<file path="src/rtl/bwcs_pkg.sv">
`default_nettype none
package bwcs_pkg;

  // Fixed field widths
  localparam int unsigned ByteW  = 8;
  localparam int unsigned CountW = 7;
  localparam int unsigned PctW   = 7;

  // Default window limit
  localparam int unsigned MaxWindowDef = 64;

  // Shares are percent values
  localparam int unsigned PctScale = 100;

  // Threshold reset values
  localparam logic [PctW-1:0] PrintableMaxRst = 7'd10;
  localparam logic [PctW-1:0] ZeroMaxRst      = 7'd8;
  localparam logic [PctW-1:0] HighBitMinRst   = 7'd45;
  localparam logic [PctW-1:0] LeadMaxRst      = 7'd18;

  // Configuration register indexes
  typedef enum logic [1:0] {
    CfgPrintableMax = 2'd0,
    CfgZeroMax      = 2'd1,
    CfgHighBitMin   = 2'd2,
    CfgLeadMax      = 2'd3
  } cfg_idx_e;

  // Class hits of one byte
  typedef struct packed {
    logic printable;
    logic high_bit;
    logic zero;
    logic lead;
  } byte_class_t;

  // Threshold set
  typedef struct packed {
    logic [PctW-1:0] printable_max;
    logic [PctW-1:0] zero_max;
    logic [PctW-1:0] high_bit_min;
    logic [PctW-1:0] lead_max;
  } thresh_t;

endpackage
`default_nettype wire

</file>
<file path="src/rtl/byte_window_class_stats.sv">
// Byte window class statistics. Takes one byte per clock unless stalled, a rate
// set by the single counter update stage, and counts it as printable (32..126,
// tab, CR, LF), high-bit, zero and x86 opcode lead; the byte flagged last closes
// the window and produces one result with all counts, the compressed-like verdict
// and the overflow flag, after which the counters clear. The last byte passes the
// input register, then the result register. Counts saturate at MAX_WINDOW; bytes
// beyond it only set window_overflow. Count outputs carry the low 7 bits.
// Thresholds are written over the cfg port (ready is always high); the user must
// write them only while the block is idle, which the block does not enforce.
`default_nettype none
module byte_window_class_stats #(
  parameter int unsigned MAX_WINDOW = bwcs_pkg::MaxWindowDef
) (
  input  wire logic                          clk_i,
  input  wire logic                          rst_ni,
  // Byte input
  input  wire logic                          in_valid_i,
  output logic                               in_stall_o,
  input  wire logic [bwcs_pkg::ByteW-1:0]    in_data_byte_i,
  input  wire logic                          in_last_byte_i,
  // Result output
  output logic                               out_valid_o,
  input  wire logic                          out_stall_i,
  output logic [bwcs_pkg::CountW-1:0]        out_window_length_o,
  output logic [bwcs_pkg::CountW-1:0]        out_printable_count_o,
  output logic [bwcs_pkg::CountW-1:0]        out_high_bit_count_o,
  output logic [bwcs_pkg::CountW-1:0]        out_zero_count_o,
  output logic [bwcs_pkg::CountW-1:0]        out_opcode_lead_count_o,
  output logic                               out_compressed_like_o,
  output logic                               out_window_overflow_o,
  // Threshold writes
  input  wire logic                          cfg_valid_i,
  output logic                               cfg_ready_o,
  input  wire logic [1:0]                    cfg_index_i,
  input  wire logic [bwcs_pkg::PctW-1:0]     cfg_data_i
);

  localparam int unsigned CntW = $clog2(MAX_WINDOW + 1);
  localparam logic [CntW-1:0] MaxCnt = CntW'(MAX_WINDOW);
  localparam logic [CntW-1:0] One    = CntW'(1);

  // Threshold registers
  bwcs_pkg::thresh_t thresh_q, thresh_d;

  // Input register
  logic                       s1_valid_q, s1_valid_d;
  logic [bwcs_pkg::ByteW-1:0] s1_byte_q;
  logic                       s1_last_q;

  // Window counters
  logic [CntW-1:0] len_q, len_d, len_n;
  logic [CntW-1:0] pr_q, pr_d, pr_n;
  logic [CntW-1:0] hb_q, hb_d, hb_n;
  logic [CntW-1:0] ze_q, ze_d, ze_n;
  logic [CntW-1:0] ld_q, ld_d, ld_n;
  logic            ovf_q, ovf_d, ovf_n;

  // Result register
  logic                        res_valid_q, res_valid_d;
  logic [bwcs_pkg::CountW-1:0] res_len_q, res_pr_q, res_hb_q, res_ze_q, res_ld_q;
  logic                        res_comp_q, res_ovf_q;

  logic                  out_free, s1_fire, in_fire, res_load, full, comp;
  bwcs_pkg::byte_class_t cls;

  // Handshake
  assign out_free    = !res_valid_q || !out_stall_i;
  assign s1_fire     = s1_valid_q && (!s1_last_q || out_free);
  assign in_stall_o  = s1_valid_q && !s1_fire;
  assign in_fire     = in_valid_i && !in_stall_o;
  assign res_load    = s1_fire && s1_last_q;
  assign cfg_ready_o = 1'b1;

  // Config decode
  always_comb begin
    thresh_d = thresh_q;
    if (cfg_valid_i) begin
      unique case (bwcs_pkg::cfg_idx_e'(cfg_index_i))
        bwcs_pkg::CfgPrintableMax: thresh_d.printable_max = cfg_data_i;
        bwcs_pkg::CfgZeroMax:      thresh_d.zero_max      = cfg_data_i;
        bwcs_pkg::CfgHighBitMin:   thresh_d.high_bit_min  = cfg_data_i;
        bwcs_pkg::CfgLeadMax:      thresh_d.lead_max      = cfg_data_i;
        default:                   thresh_d               = thresh_q;
      endcase
    end
  end

  bwcs_classify u_classify (
    .data_i  (s1_byte_q),
    .class_o (cls)
  );

  // Counts including the byte in the input register
  always_comb begin
    full  = (len_q == MaxCnt);
    len_n = len_q;
    pr_n  = pr_q;
    hb_n  = hb_q;
    ze_n  = ze_q;
    ld_n  = ld_q;
    ovf_n = ovf_q | full;
    if (!full) begin
      len_n = len_q + One;
      pr_n  = pr_q + (cls.printable ? One : '0);
      hb_n  = hb_q + (cls.high_bit  ? One : '0);
      ze_n  = ze_q + (cls.zero      ? One : '0);
      ld_n  = ld_q + (cls.lead      ? One : '0);
    end
  end

  bwcs_verdict #(
    .CntW (CntW)
  ) u_verdict (
    .len_i        (len_n),
    .printable_i  (pr_n),
    .high_bit_i   (hb_n),
    .zero_i       (ze_n),
    .lead_i       (ld_n),
    .thresh_i     (thresh_q),
    .compressed_o (comp)
  );

  // Counter update; the last byte clears the window
  always_comb begin
    len_d = len_q;
    pr_d  = pr_q;
    hb_d  = hb_q;
    ze_d  = ze_q;
    ld_d  = ld_q;
    ovf_d = ovf_q;
    if (s1_fire) begin
      if (s1_last_q) begin
        len_d = '0;
        pr_d  = '0;
        hb_d  = '0;
        ze_d  = '0;
        ld_d  = '0;
        ovf_d = 1'b0;
      end else begin
        len_d = len_n;
        pr_d  = pr_n;
        hb_d  = hb_n;
        ze_d  = ze_n;
        ld_d  = ld_n;
        ovf_d = ovf_n;
      end
    end
  end

  // Valid bits
  always_comb begin
    s1_valid_d  = in_fire ? 1'b1 : (s1_fire ? 1'b0 : s1_valid_q);
    res_valid_d = res_load || (res_valid_q && out_stall_i);
  end

  // Control and state registers
  always_ff @(posedge clk_i or negedge rst_ni) begin
    if (!rst_ni) begin
      thresh_q.printable_max <= bwcs_pkg::PrintableMaxRst;
      thresh_q.zero_max      <= bwcs_pkg::ZeroMaxRst;
      thresh_q.high_bit_min  <= bwcs_pkg::HighBitMinRst;
      thresh_q.lead_max      <= bwcs_pkg::LeadMaxRst;
      s1_valid_q  <= 1'b0;
      res_valid_q <= 1'b0;
      len_q       <= '0;
      pr_q        <= '0;
      hb_q        <= '0;
      ze_q        <= '0;
      ld_q        <= '0;
      ovf_q       <= 1'b0;
    end else begin
      thresh_q    <= thresh_d;
      s1_valid_q  <= s1_valid_d;
      res_valid_q <= res_valid_d;
      len_q       <= len_d;
      pr_q        <= pr_d;
      hb_q        <= hb_d;
      ze_q        <= ze_d;
      ld_q        <= ld_d;
      ovf_q       <= ovf_d;
    end
  end

  // Payload registers
  always_ff @(posedge clk_i) begin
    if (in_fire) begin
      s1_byte_q <= in_data_byte_i;
      s1_last_q <= in_last_byte_i;
    end
    if (res_load) begin
      res_len_q  <= bwcs_pkg::CountW'(len_n);
      res_pr_q   <= bwcs_pkg::CountW'(pr_n);
      res_hb_q   <= bwcs_pkg::CountW'(hb_n);
      res_ze_q   <= bwcs_pkg::CountW'(ze_n);
      res_ld_q   <= bwcs_pkg::CountW'(ld_n);
      res_comp_q <= comp;
      res_ovf_q  <= ovf_n;
    end
  end

  assign out_valid_o             = res_valid_q;
  assign out_window_length_o     = res_len_q;
  assign out_printable_count_o   = res_pr_q;
  assign out_high_bit_count_o    = res_hb_q;
  assign out_zero_count_o        = res_ze_q;
  assign out_opcode_lead_count_o = res_ld_q;
  assign out_compressed_like_o   = res_comp_q;
  assign out_window_overflow_o   = res_ovf_q;

endmodule
`default_nettype wire

</file>
<file path="src/rtl/bwcs_classify.sv">
`default_nettype none
module bwcs_classify (
  input  wire logic [bwcs_pkg::ByteW-1:0] data_i,
  output bwcs_pkg::byte_class_t           class_o
);

  localparam logic [bwcs_pkg::ByteW-1:0] PrintLo = 8'd32;
  localparam logic [bwcs_pkg::ByteW-1:0] PrintHi = 8'd126;
  localparam logic [bwcs_pkg::ByteW-1:0] Tab     = 8'd9;
  localparam logic [bwcs_pkg::ByteW-1:0] Lf      = 8'd10;
  localparam logic [bwcs_pkg::ByteW-1:0] Cr      = 8'd13;

  // x86 opcode lead set
  function automatic logic is_lead(input logic [bwcs_pkg::ByteW-1:0] b);
    logic hit;
    case (b) inside
      8'hE8, 8'hE9, 8'hEB, 8'h55, 8'h48, 8'h4C, 8'h60, 8'h90, 8'hFC,
      8'h68, 8'h58, 8'h65, 8'h8B, 8'h8D, 8'h89, 8'h83, 8'h31, 8'h33: hit = 1'b1;
      default: hit = 1'b0;
    endcase
    return hit;
  endfunction

  always_comb begin
    class_o.printable = ((data_i >= PrintLo) && (data_i <= PrintHi)) ||
                        (data_i == Tab) || (data_i == Lf) || (data_i == Cr);
    class_o.high_bit  = data_i[bwcs_pkg::ByteW-1];
    class_o.zero      = (data_i == '0);
    class_o.lead      = is_lead(data_i);
  end

endmodule
`default_nettype wire

</file>
<file path="src/rtl/bwcs_verdict.sv">
`default_nettype none
module bwcs_verdict #(
  parameter int unsigned CntW = 7
) (
  input  wire logic [CntW-1:0]  len_i,
  input  wire logic [CntW-1:0]  printable_i,
  input  wire logic [CntW-1:0]  high_bit_i,
  input  wire logic [CntW-1:0]  zero_i,
  input  wire logic [CntW-1:0]  lead_i,
  input  wire bwcs_pkg::thresh_t thresh_i,
  output logic                  compressed_o
);

  localparam int unsigned ProdW = CntW + bwcs_pkg::PctW;
  localparam logic [ProdW-1:0] Scale = ProdW'(bwcs_pkg::PctScale);

  logic [ProdW-1:0] len_w;
  logic [ProdW-1:0] pr_lhs, ze_lhs, hb_lhs, ld_lhs;
  logic [ProdW-1:0] pr_rhs, ze_rhs, hb_rhs, ld_rhs;

  // Cross-multiplied shares: count * 100 against pct * length
  always_comb begin
    len_w  = ProdW'(len_i);
    pr_lhs = ProdW'(printable_i) * Scale;
    ze_lhs = ProdW'(zero_i) * Scale;
    hb_lhs = ProdW'(high_bit_i) * Scale;
    ld_lhs = ProdW'(lead_i) * Scale;
    pr_rhs = ProdW'(thresh_i.printable_max) * len_w;
    ze_rhs = ProdW'(thresh_i.zero_max) * len_w;
    hb_rhs = ProdW'(thresh_i.high_bit_min) * len_w;
    ld_rhs = ProdW'(thresh_i.lead_max) * len_w;
    compressed_o = (pr_lhs < pr_rhs) && (ze_lhs < ze_rhs) &&
                   (hb_lhs > hb_rhs) && (ld_lhs < ld_rhs);
  end

endmodule
`default_nettype wire

</file>
<file path="config.mk">
export PLATFORM = sky130hd
export DESIGN_NAME = byte_window_class_stats
export DESIGN_NICKNAME = d
export VERILOG_FILES = /design/src/rtl/bwcs_pkg.sv /design/src/rtl/byte_window_class_stats.sv /design/src/rtl/bwcs_classify.sv /design/src/rtl/bwcs_verdict.sv
export SDC_FILE = /design/constraint.sdc
export NUM_CORES = 1
export LEC_CHECK = 0
export ABC_CLOCK_PERIOD_IN_PS = 7500
export BUFFER_PORTS_ARGS = -buffer_cell sky130_fd_sc_hd__buf_2
export CORE_ASPECT_RATIO = 1.75
export CORE_UTILIZATION = 60
export CTS_CLUSTER_SIZE = 10
export DETAILED_ROUTE_END_ITERATION = 10
export GPL_TIMING_DRIVEN = 0
export PLACE_DENSITY = 0.84
export SLEW_MARGIN = 20
export SYNTH_ARGS = -nofsm -noshare
export SYNTH_HDL_FRONTEND = slang
export SYNTH_SLANG_ARGS = --single-unit
</file>
<file path="constraint.sdc">
create_clock -name clk_i -period 7.5 [get_ports clk_i]
set_input_delay 1.875 -clock clk_i [delete_from_list [all_inputs] [get_ports clk_i]]
set_output_delay 1.875 -clock clk_i [all_outputs]
set_load 0.1 [all_outputs]
</file>
==> results of run 1 <==
[cell usage in the layout (no fill, tap or decap), types with 5 or more instances in the layout]
master	n
a21o_1	20
nand2_1	128
o21a_1	5
inv_1	173
nor3_1	26
xor2_1	28
fa_1	104
nor3b_1	5
clkbuf_16	9
ha_1	288
o21ai_0	30
a22o_1	18
nand3_1	28
xnor2_1	59
nand2b_1	11
o21ai_1	8
a21oi_1	51
nor2_1	57
dfstp_2	9
o31ai_1	5
and2_1	141
a211oi_1	6
nor2b_1	8
buf_4	11
buf_2	63
o21bai_1	7
nand4_1	19
or3_1	5
edfxtp_1	46
mux2_2	28
clkbuf_1	23
dfrtp_1	54
[metal layers]
| metal | GRT usage, % | vias to the layer above |
|---|---|---|
| li1 | - | 5234 |
| met1 | 28.96 | 5412 |
| met2 | 52.63 | 333 |
| met3 | 3.201 | 121 |
| met4 | 21.47 | 0 |
| met5 | 0 | - |
[cells by family (layout without fill, tap and decap cells)]
family / count (synthesis) / after routing
other cells: 1 / 1
compound gates: 191 / 191
xor+xnor: 90 / 90
simple gates: 459 / 459
fa+ha+maj: 392 / 392
mux: 30 / 30
buf+inv: 206 / 294
flops: 112 / 112
[sequential cells by signal, indices dropped and copies added, names as in the netlist, 7 cells and up]
register                 flops
thresh_q                    28
s1_byte_q                    8
hb_q                         7
ld_q                         7
len_q                        7
out_high_bit_count_o         7
out_opcode_lead_count_o      7
out_printable_count_o        7
out_window_length_o          7
out_zero_count_o             7
pr_q                         7
ze_q                         7
[worst register-to-register path: cells and delay by family (launching register included)]
kind | cells | cell delay [ns]
and+or+nand+nor | 9 | 1.92
AOI/OAI and AO/OA | 4 | 0.92
xor gates and xnor gates | 1 | 0.29
adders and majority gates | 7 | 3.06
buffers and inverters | 5 | 0.55
DFF | 1 | 0.41
[cell type report]
type	count	area, um^2
Sequential cell	112	3048
Buffer	32	151.4
Fill cell	1798	7834
Timing Repair Buffer	73	430.4
Clock buffer	10	239.0
Multi-Input combinational cell	1163	10620
Clock inverter	6	73.82
Tap cell	304	380.4
Inverter	173	649.4
[stage by stage]
stage | power [mW] | instance area [um^2] | util [%] | hold slack (ns) | TNS [ns]
global route | 2.951 | 15590 | 66.56 | 0.5439 | -0.1098
detailed placement | 2.182 | 15050 | 64.26 | 0.4885 | -0.5913
floorplan | 1.817 | 14320 | - | 0.4540 | 0
finish | 2.754 | 15590 | 66.56 | 0.5155 | 0
global placement | 2.106 | 15000 | 64.04 | 0.4704 | -1.371
CTS | 2.738 | 15440 | 65.90 | 0.5055 | 0
[how the worst max path moves through the flow]
stage	to	cells after the start
2_1_floorplan	out_compressed_like_o$_DFFE_PP_	26
5_1_grt	out_compressed_like_o$_DFFE_PP_	26
3_5_place_dp	out_compressed_like_o$_DFFE_PP_	26
4_1_cts	out_compressed_like_o$_DFFE_PP_	26
6_report	out_compressed_like_o$_DFFE_PP_	26
3_3_place_gp	out_compressed_like_o$_DFFE_PP_	25
[cells in the mapped netlist, types with 6 or more instances]
master and instances:
a211oi_1 8, o41ai_1 6, xor2_1 29, o21bai_1 7, nand4_1 19, mux2_2 28, nor4_1 6, nor2_1 59
nor2b_1 8, o21ai_1 8, a21oi_1 51, o21ai_0 32, nand3_1 28, a21o_1 20, nor3_1 26, xnor2_1 60
nand2_1 128, and2_1 141, clkbuf_1 31, a22o_1 18, nand2b_1 11, fa_1 104, dfrtp_1 57, ha_1 288
edfxtp_1 46, dfstp_2 9, inv_1 173
[report_power, final]
group          switching (mW)  internal [mW]  leakage (nW)  total, mW
logic                   0.849          0.589          6.82       1.44
registers              0.0830          0.706          1.28      0.789
clock network           0.252          0.274         0.155      0.526
[timing repair]
item,in CTS,in global routing
setup buffers,1,9
gates resized for setup,17,24
pin swaps,1,13
setup endpoints to repair,1,1
==> flow_summary.ini, run 1 <==
[global_routing]
grt_pass1_wl_um = 54360
grt_max_degree = 41
antenna_found_initial = 0
grt_pass1_vias = 11630
grtUsageTotal_pct = 28.33
overflow = 0

[route]
drt_iter0_markers = 658
ant_nets = 0
drt-met1-wl_um = 12120
vias_per_cell = 5.926
avgRoutedWirePerCell_um = 17.71
wl_met2_um = 17370
top_layer = met4
route.met3.wl_um = 1347
drc = 0
vias = 11100
routed_wl_um = 33170
drtPass1Iterations = 5

[floorplan]
ioPinCount = 63
core_area_um2 = 23430
die_w_um = 118.8
die_y_um = 206.3
start_util_pct = 61.12
dieArea_um2 = 24510
core.rowCount = 74

[placement]
place_congestion = 0.8867
dp_hpwl_um = 26680
post-place-ws_ns = -0.5913
dp_cells = 1848
port_buffers = 61

[logic_synthesis]
avgSynthCellArea_um2 = 9.667
synth.area.top_cells = ha_1, fa_1, dfrtp_1
synth.distinct_cells = 65
syn_nets = 1896
synth-async-reset-ratio_pct = 58.93
synthXorXnorAreaFrac_pct = 5.558
ys_ff_latch = 112
yosysTopAreaCellShare_pct = 25.17
yosysSeqAreaShare_pct = 21.26
synth_area_um2 = 14320
netlist.top_cell.by_area = ha_1
syn_inst = 1481
muxShareOfSynthArea_pct = 2.342
synth_edf_count = 46
synth_fa_ha_area_share_pct = 39.71
synth_flop_cell = dfrtp_1
synth-simple-area-share_pct = 16.82
ys_warn_count = 0
synth_top_family_by_area = adder cells
synth_compound_area_share_pct = 8.836

[worst_setup_path]
crit_start = len_q[0]$_DFFE_PN0P_
worst_r2r_endpoint = out_compressed_like_o$_DFFE_PP_
ff2ff_setup_slack_ns = 0.19
arrival_ns = 7.52
slowest_stage = fa_1
critPathBufInv = 5
timing_worst_setup_path_type = flip-flop to flip-flop
max_stage_delay_ns = 0.55
r2r_cells = 26
worst_setup_path_start_kind = flip-flop
critical_path_required_ns = 7.71
critical_path.max_fanout = 8
r2r-start = len_q[0]$_DFFE_PN0P_
path_common_cell = fa_1
end_kind = flip-flop
path_delay_family = adder cells

[clock_network]
ctsHtreeMaxLevel = 3
hold_buffers = 0
cts_sinks = 112
cts_inserted_buffers = 9
cts_buffer_depth = 2
cts-root-buf = clkbuf_16
insertion_delay_ns = 0.38
cts_tree = done
cts.clk_slew.worst_paths_ns = 0.08

[outcome]
status = finished, final reports clean

[finish]
antenna_cells_inserted = 0
area_growth_syn_to_layout_pct = 8.906
instances_no_fill = 1873
nets = 1979
drive_above_1_share_pct = 10.58

[worst_hold_path]
min_from = ovf_q$_DFFE_PN0P_
whs_endpoint = ovf_q$_DFFE_PN0P_
hold_depth = 2
hold_class = flip-flop to flip-flop

[sta]
tightest_slew_ns = 1.081
finalCritPeriodShare_pct = 97.43
slew_headroom_pct = 27.77
skew_ns = 0.01006
worst_slack_ns = 0.1929
hold_viol = 0
slew_violations = 0
min_period_ns = 7.307
clock.fmax_mhz = 136.9
finalSetupViolCount = 0

[job]
max_cap_violations = 0

[pwr]
ir_drop_mv = 0.1496
p_per_area_nw_per_um2 = 176.6
p_leak_nw = 8.260
Note: power is estimated with default switching activity, not from simulation.
==> run 2: changes to the inputs <==
--- a/config.mk
+++ b/config.mk
@@ -12,6 +12,7 @@
 export CTS_CLUSTER_SIZE = 10
 export DETAILED_ROUTE_END_ITERATION = 10
 export GPL_TIMING_DRIVEN = 0
+export MAX_ROUTING_LAYER = met4
 export PLACE_DENSITY = 0.84
 export SLEW_MARGIN = 20
 export SYNTH_ARGS = -nofsm -noshare
==> run 2 against run 1 <==
  * Design area unchanged
  * Via count rose by 0.14%
  * Wire length down 0.16%
  * Critical path type unchanged
==> flow_summary.ini, run 2 (same netlist as run 1, synthesis figures left out) <==
[placement]
post-place-ws_ns = -0.5913
dp_cells = 1848
dp_hpwl_um = 26680
place_congestion = 0.9016
port_buffers = 61

[finish]
final_util_pct = 66.56
multi_input_area_um2 = 10620
reg_top3 = thresh_q: 28 flops, s1_byte_q: 8 flops
antenna_cells_inserted = 0
layout_commonest_cell = ha_1
drive_above_1_share_pct = 10.58
largest_register_ffs = 28
nets = 1979
register_area_um2 = 3048
nFillCells = 1798
instances_no_fill = 1873
largest-register = thresh_q
mostFrequentLayoutCells = ha_1, inv_1, and2_1
area_growth_syn_to_layout_pct = 8.906

[worst_setup_path]
critical_path_required_ns = 7.71
end_kind = flip-flop
timing_worst_setup_path_type = flip-flop to flip-flop
critical_path.max_fanout = 8
ff2ff_setup_slack_ns = 0.16
arrival_ns = 7.55
worst_setup_path_start_kind = flip-flop

[floorplan]
core.rowCount = 74
die_y_um = 206.3
die_w_um = 118.8
ioPinCount = 63
core_area_um2 = 23430
start_util_pct = 61.12
dieArea_um2 = 24510

[clock_network]
cts.clk_slew.worst_paths_ns = 0.08
cts-root-buf = clkbuf_16
cts_buffer_depth = 2
ctsHtreeMaxLevel = 3
insertion_delay_ns = 0.38
cts_tree = done
cts_sinks = 112
cts_inserted_buffers = 9
hold_buffers = 0

[route]
drc = 0
vias = 11120
vias_per_cell = 5.934
avgRoutedWirePerCell_um = 17.68
ant_nets = 0
drtPass1Iterations = 5
drt_iter0_markers = 569
routed_wl_um = 33120

[global_routing]
grt_use_met2_pct = 52.57
overflow = 0
antenna_found_initial = 0
grt_pass1_vias = 11620
grt.busiest_layer = met2
grtUsageTotal_pct = 29.17
grt_pass1_wl_um = 54380
grt_max_degree = 41
met3_usage_pct = 3.146
use_met1_pct = 29.05

[sta]
whs_ns = 0.5139
hold_viol = 0
worst_slack_ns = 0.1612
clock.fmax_mhz = 136.3
tns_ns = 0
tightest_slew_ns = 1.087
slew_headroom_pct = 27.35
finalCritPeriodShare_pct = 97.85
min_period_ns = 7.339
slew_violations = 0
skew_ns = 0.01005
finalSetupViolCount = 0

[pwr]
ir_drop_mv = 0.1486
p_per_area_nw_per_um2 = 176.6
p_leak_nw = 8.260

[worst_hold_path]
hold_class = flip-flop to flip-flop

[outcome]
status = finished, final reports clean

[job]
max_cap_violations = 0
==> run 2: critical path, stage by stage, from the launching register on <==
cell and delay (ns):
dfrtp_2 0.41, ha_1 0.20, nand3_1 0.15, nor2_2 0.18
xor2_2 0.29, buf_8 0.18, nand2_1 0.09, fa_1 0.53
fa_1 0.55, inv_1 0.06, fa_1 0.55, inv_1 0.06
fa_1 0.54, inv_1 0.05, ha_1 0.34, o21ai_2 0.17
a21oi_1 0.09, o41ai_2 0.45, buf_4 0.19, nor4bb_1 0.05
nor3_1 0.38, ha_1 0.34, nand4_1 0.23, nand3_4 0.09
a211o_1 0.24, or4_4 0.52, nor4b_4 0.23
==> run 2: stage by stage <==
stage	area [um^2]	total power, mW
finish	15590	2.754
global route	15590	2.952
detailed placement	15050	2.182
floorplan	14320	1.817
CTS	15440	2.738
global placement	15000	2.106
==> run 2: what timing repair did <==
action | in CTS | in global routing
setup endpoints to repair | 1 | 1
buffers inserted | 1 | 9
gates cloned | 0 | 0
gates resized for setup | 17 | 24
hold endpoints to repair | 0 | 0
pin swaps | 1 | 13
==> run 2: path summary, 6_finish.rpt <==
| kind | from | to | cells after the start |
|---|---|---|---|
| worst max-delay path | len_q[0]$_DFFE_PN0P_ | out_compressed_like_o$_DFFE_PP_ | 26 |
| worst min-delay path | ovf_q$_DFFE_PN0P_ | ovf_q$_DFFE_PN0P_ | 2 |
| worst max register to register | len_q[0]$_DFFE_PN0P_ | out_compressed_like_o$_DFFE_PP_ | 26 |
| worst min register to register | ovf_q$_DFFE_PN0P_ | ovf_q$_DFFE_PN0P_ | 2 |
| max in group asynchronous | rst_ni | thresh_q[7]$_DFFE_PN1P_ | 2 |
| min in group asynchronous | rst_ni | thresh_q[13]$_DFFE_PN0P_ | 1 |
==> run 2: layout make-up <==
cell class / count / share of cell area, %
Sequential cell: 112 / 19.55
Inverter: 173 / 4.165
Clock buffer: 10 / 1.533
Buffer: 32 / 0.9710
Timing Repair Buffer: 73 / 2.761
Clock inverter: 6 / 0.4735
Tap cell: 304 / 2.440
Multi-Input combinational cell: 1163 / 68.11
==> run 2: metal layers <==
metal	share of wire (%)	up-vias	routed length (um)
met5	0	-	0
met4	7.1	0	2361
met3	4.0	138	1330
met2	52	328	17360
met1	36	5419	12070
li1	-	5230	-
==> run 2: report_power, final <==
group | leakage (nW) | internal, mW | switching [mW]
Combinational | 6.82 | 0.590 | 0.850
Clock | 0.155 | 0.274 | 0.251
Sequential | 1.28 | 0.706 | 0.0823
==> run 3: changes to the inputs <==
--- a/config.mk
+++ b/config.mk
@@ -14,6 +14,7 @@
 export GPL_TIMING_DRIVEN = 0
 export MAX_ROUTING_LAYER = met4
 export PLACE_DENSITY = 0.84
+export SETUP_SLACK_MARGIN = 0.3
 export SLEW_MARGIN = 20
 export SYNTH_ARGS = -nofsm -noshare
 export SYNTH_HDL_FRONTEND = slang
==> run 3 against run 2 <==
  * Clock power grew 0.8%
  * Wire length increased by 8.9%
  * Hold slack worse by 0.0046 ns
  * Combinational power up 12%
  * Sequential share of layout area is 0.61 points lower
  * Maximum frequency up 1.8%
  * Design area is 3.3% higher
==> flow_summary.ini, run 3 (same netlist as run 1, synthesis figures left out) <==
[sta]
finalCritPeriodShare_pct = 96.08
slew_headroom_pct = 27.65
tightest_slew_ns = 1.083
whs_ns = 0.5093
hold_viol = 0
finalSetupViolCount = 0
worst_slack_ns = 0.2939
slew_violations = 0
tns_ns = 0
clock.fmax_mhz = 138.8
skew_ns = 0.01393
rsz0062_at_grt = no
min_period_ns = 7.206

[placement]
post-place-ws_ns = -0.5913
port_buffers = 61
dp_hpwl_um = 26680
place_congestion = 0.9016

[clock_network]
cts.clk_slew.worst_paths_ns = 0.09
cts_buffer_depth = 2
cts_inserted_buffers = 9
insertion_delay_ns = 0.38
cts_tree = done
ctsHtreeMaxLevel = 3
cts-root-buf = clkbuf_16
cts_sinks = 112

[finish]
drive_above_1_share_pct = 14.84
layout_commonest_cell = ha_1
largest_register_ffs = 28
nFillCells = 1665
register_area_um2 = 3050
mostFrequentLayoutCells = ha_1, inv_1, and2_1
antenna_cells_inserted = 0
nets = 2007
area_growth_syn_to_layout_pct = 12.53
largest-register = thresh_q
reg_top3 = thresh_q: 28 flops, s1_byte_q: 8 flops
multi_input_area_um2 = 10860

[global_routing]
grt_pass1_wl_um = 54900
grt_pass1_vias = 11740
antenna_found_initial = 0
grtUsageTotal_pct = 29.47
overflow = 0
grt_max_degree = 41

[route]
routed_wl_um = 36070
drt_iter0_markers = 718
vias_per_cell = 6.110
vias = 11620
drc = 0
drtPass1Iterations = 5
avgRoutedWirePerCell_um = 18.98
ant_nets = 0

[worst_setup_path]
crit_start = len_q[1]$_DFFE_PN0P_
critical_path_required_ns = 7.71
worst_setup_path_start_kind = flip-flop
r2r_cells = 27
r2r-start = len_q[1]$_DFFE_PN0P_
arrival_ns = 7.41
end_kind = flip-flop
critical_path.max_fanout = 10
timing_worst_setup_path_type = flip-flop to flip-flop
ff2ff_setup_slack_ns = 0.29
cp-endpoint = out_compressed_like_o$_DFFE_PP_
worst_r2r_endpoint = out_compressed_like_o$_DFFE_PP_

[floorplan]
core_area_um2 = 23430
die_y_um = 206.3
core.rowCount = 74
start_util_pct = 61.12
die_w_um = 118.8
ioPinCount = 63
dieArea_um2 = 24510

[worst_hold_path]
hold_class = flip-flop to flip-flop

[pwr]
ir_drop_mv = 0.1466
total_power_mw = 2.930
p_per_area_nw_per_um2 = 181.8
p_leak_nw = 8.483

[outcome]
status = finished, final reports clean

[job]
max_cap_violations = 0
==> run 3: area by class of cell <==
type | count | share of cell area [%]
multi-input cells | 1163 | 67.40
flip-flops and latches | 112 | 18.93
clock inverters | 6 | 0.4582
inverters | 173 | 4.031
plain buffers | 33 | 1.297
well taps | 304 | 2.361
repair buffers | 100 | 4.031
clock buffers | 10 | 1.483
==> run 3: worst min path at each step <==
stage,from,to,slack (ns),cells past startpoint
2_1_floorplan,ovf_q$_DFFE_PN0P_,ovf_q$_DFFE_PN0P_,0.45,2
4_1_cts,ovf_q$_DFFE_PN0P_,ovf_q$_DFFE_PN0P_,0.51,2
5_1_grt,ovf_q$_DFFE_PN0P_,ovf_q$_DFFE_PN0P_,0.54,2
3_3_place_gp,ovf_q$_DFFE_PN0P_,ovf_q$_DFFE_PN0P_,0.47,2
6_report,ovf_q$_DFFE_PN0P_,ovf_q$_DFFE_PN0P_,0.51,2
3_5_place_dp,ovf_q$_DFFE_PN0P_,ovf_q$_DFFE_PN0P_,0.49,2
==> run 3: worst max-delay path, stage by stage, from the launching register on <==
cell and delay (ns):
dfrtp_1 0.45, ha_4 0.19, nand3_4 0.10, nor2_4 0.21, xor2_2 0.14, buf_4 0.16
buf_4 0.14, buf_4 0.18, and2_1 0.20, fa_1 0.54, inv_1 0.06, fa_1 0.56
inv_1 0.07, fa_1 0.51, ha_1 0.36, ha_4 0.27, o21ai_4 0.07, a21oi_2 0.06
o41ai_2 0.28, or4b_4 0.50, o211a_1 0.14, ha_1 0.18, a22o_1 0.21, nor4_2 0.24
nand3_1 0.21, a211o_1 0.28, or4_4 0.43, nor4b_4 0.30
==> run 3: routing by layer <==
metal,GRT usage (%),part of all wire [%]
met3,3.146,5.4
met5,-,0
met4,22.88,8.1
met1,29.45,35
met2,52.49,51
==> run 3: what timing repair did <==
| action | CTS | global route |
|---|---|---|
| setup buffers | 11 | 25 |
| pin swaps | 7 | 47 |
| hold buffers | 0 | 0 |
| setup endpoints to repair | 1 | 1 |
| gates cloned | 0 | 1 |
| gates resized for setup | 33 | 89 |
==> run 3: stage by stage <==
stage / instance area [um^2] / cells / util (%)
after floorplan: 14320 / 1481 / -
after global placement: 15000 / 1846 / 64.04
after detailed placement: 15050 / 1848 / 64.26
after CTS: 15570 / 1875 / 66.47
after global routing: 16110 / 1901 / 68.77
final: 16110 / 1901 / 68.77
==> run 3: report_power, final <==
group / switching [mW] / internal [mW] / total [mW] / leakage (nW)
registers: 0.0856 / 0.706 / 0.791 / 1.28
clock network: 0.256 / 0.274 / 0.530 / 0.155
logic: 0.931 / 0.677 / 1.61 / 7.05
total: 1.27 / 1.66 / 2.93 / 8.48
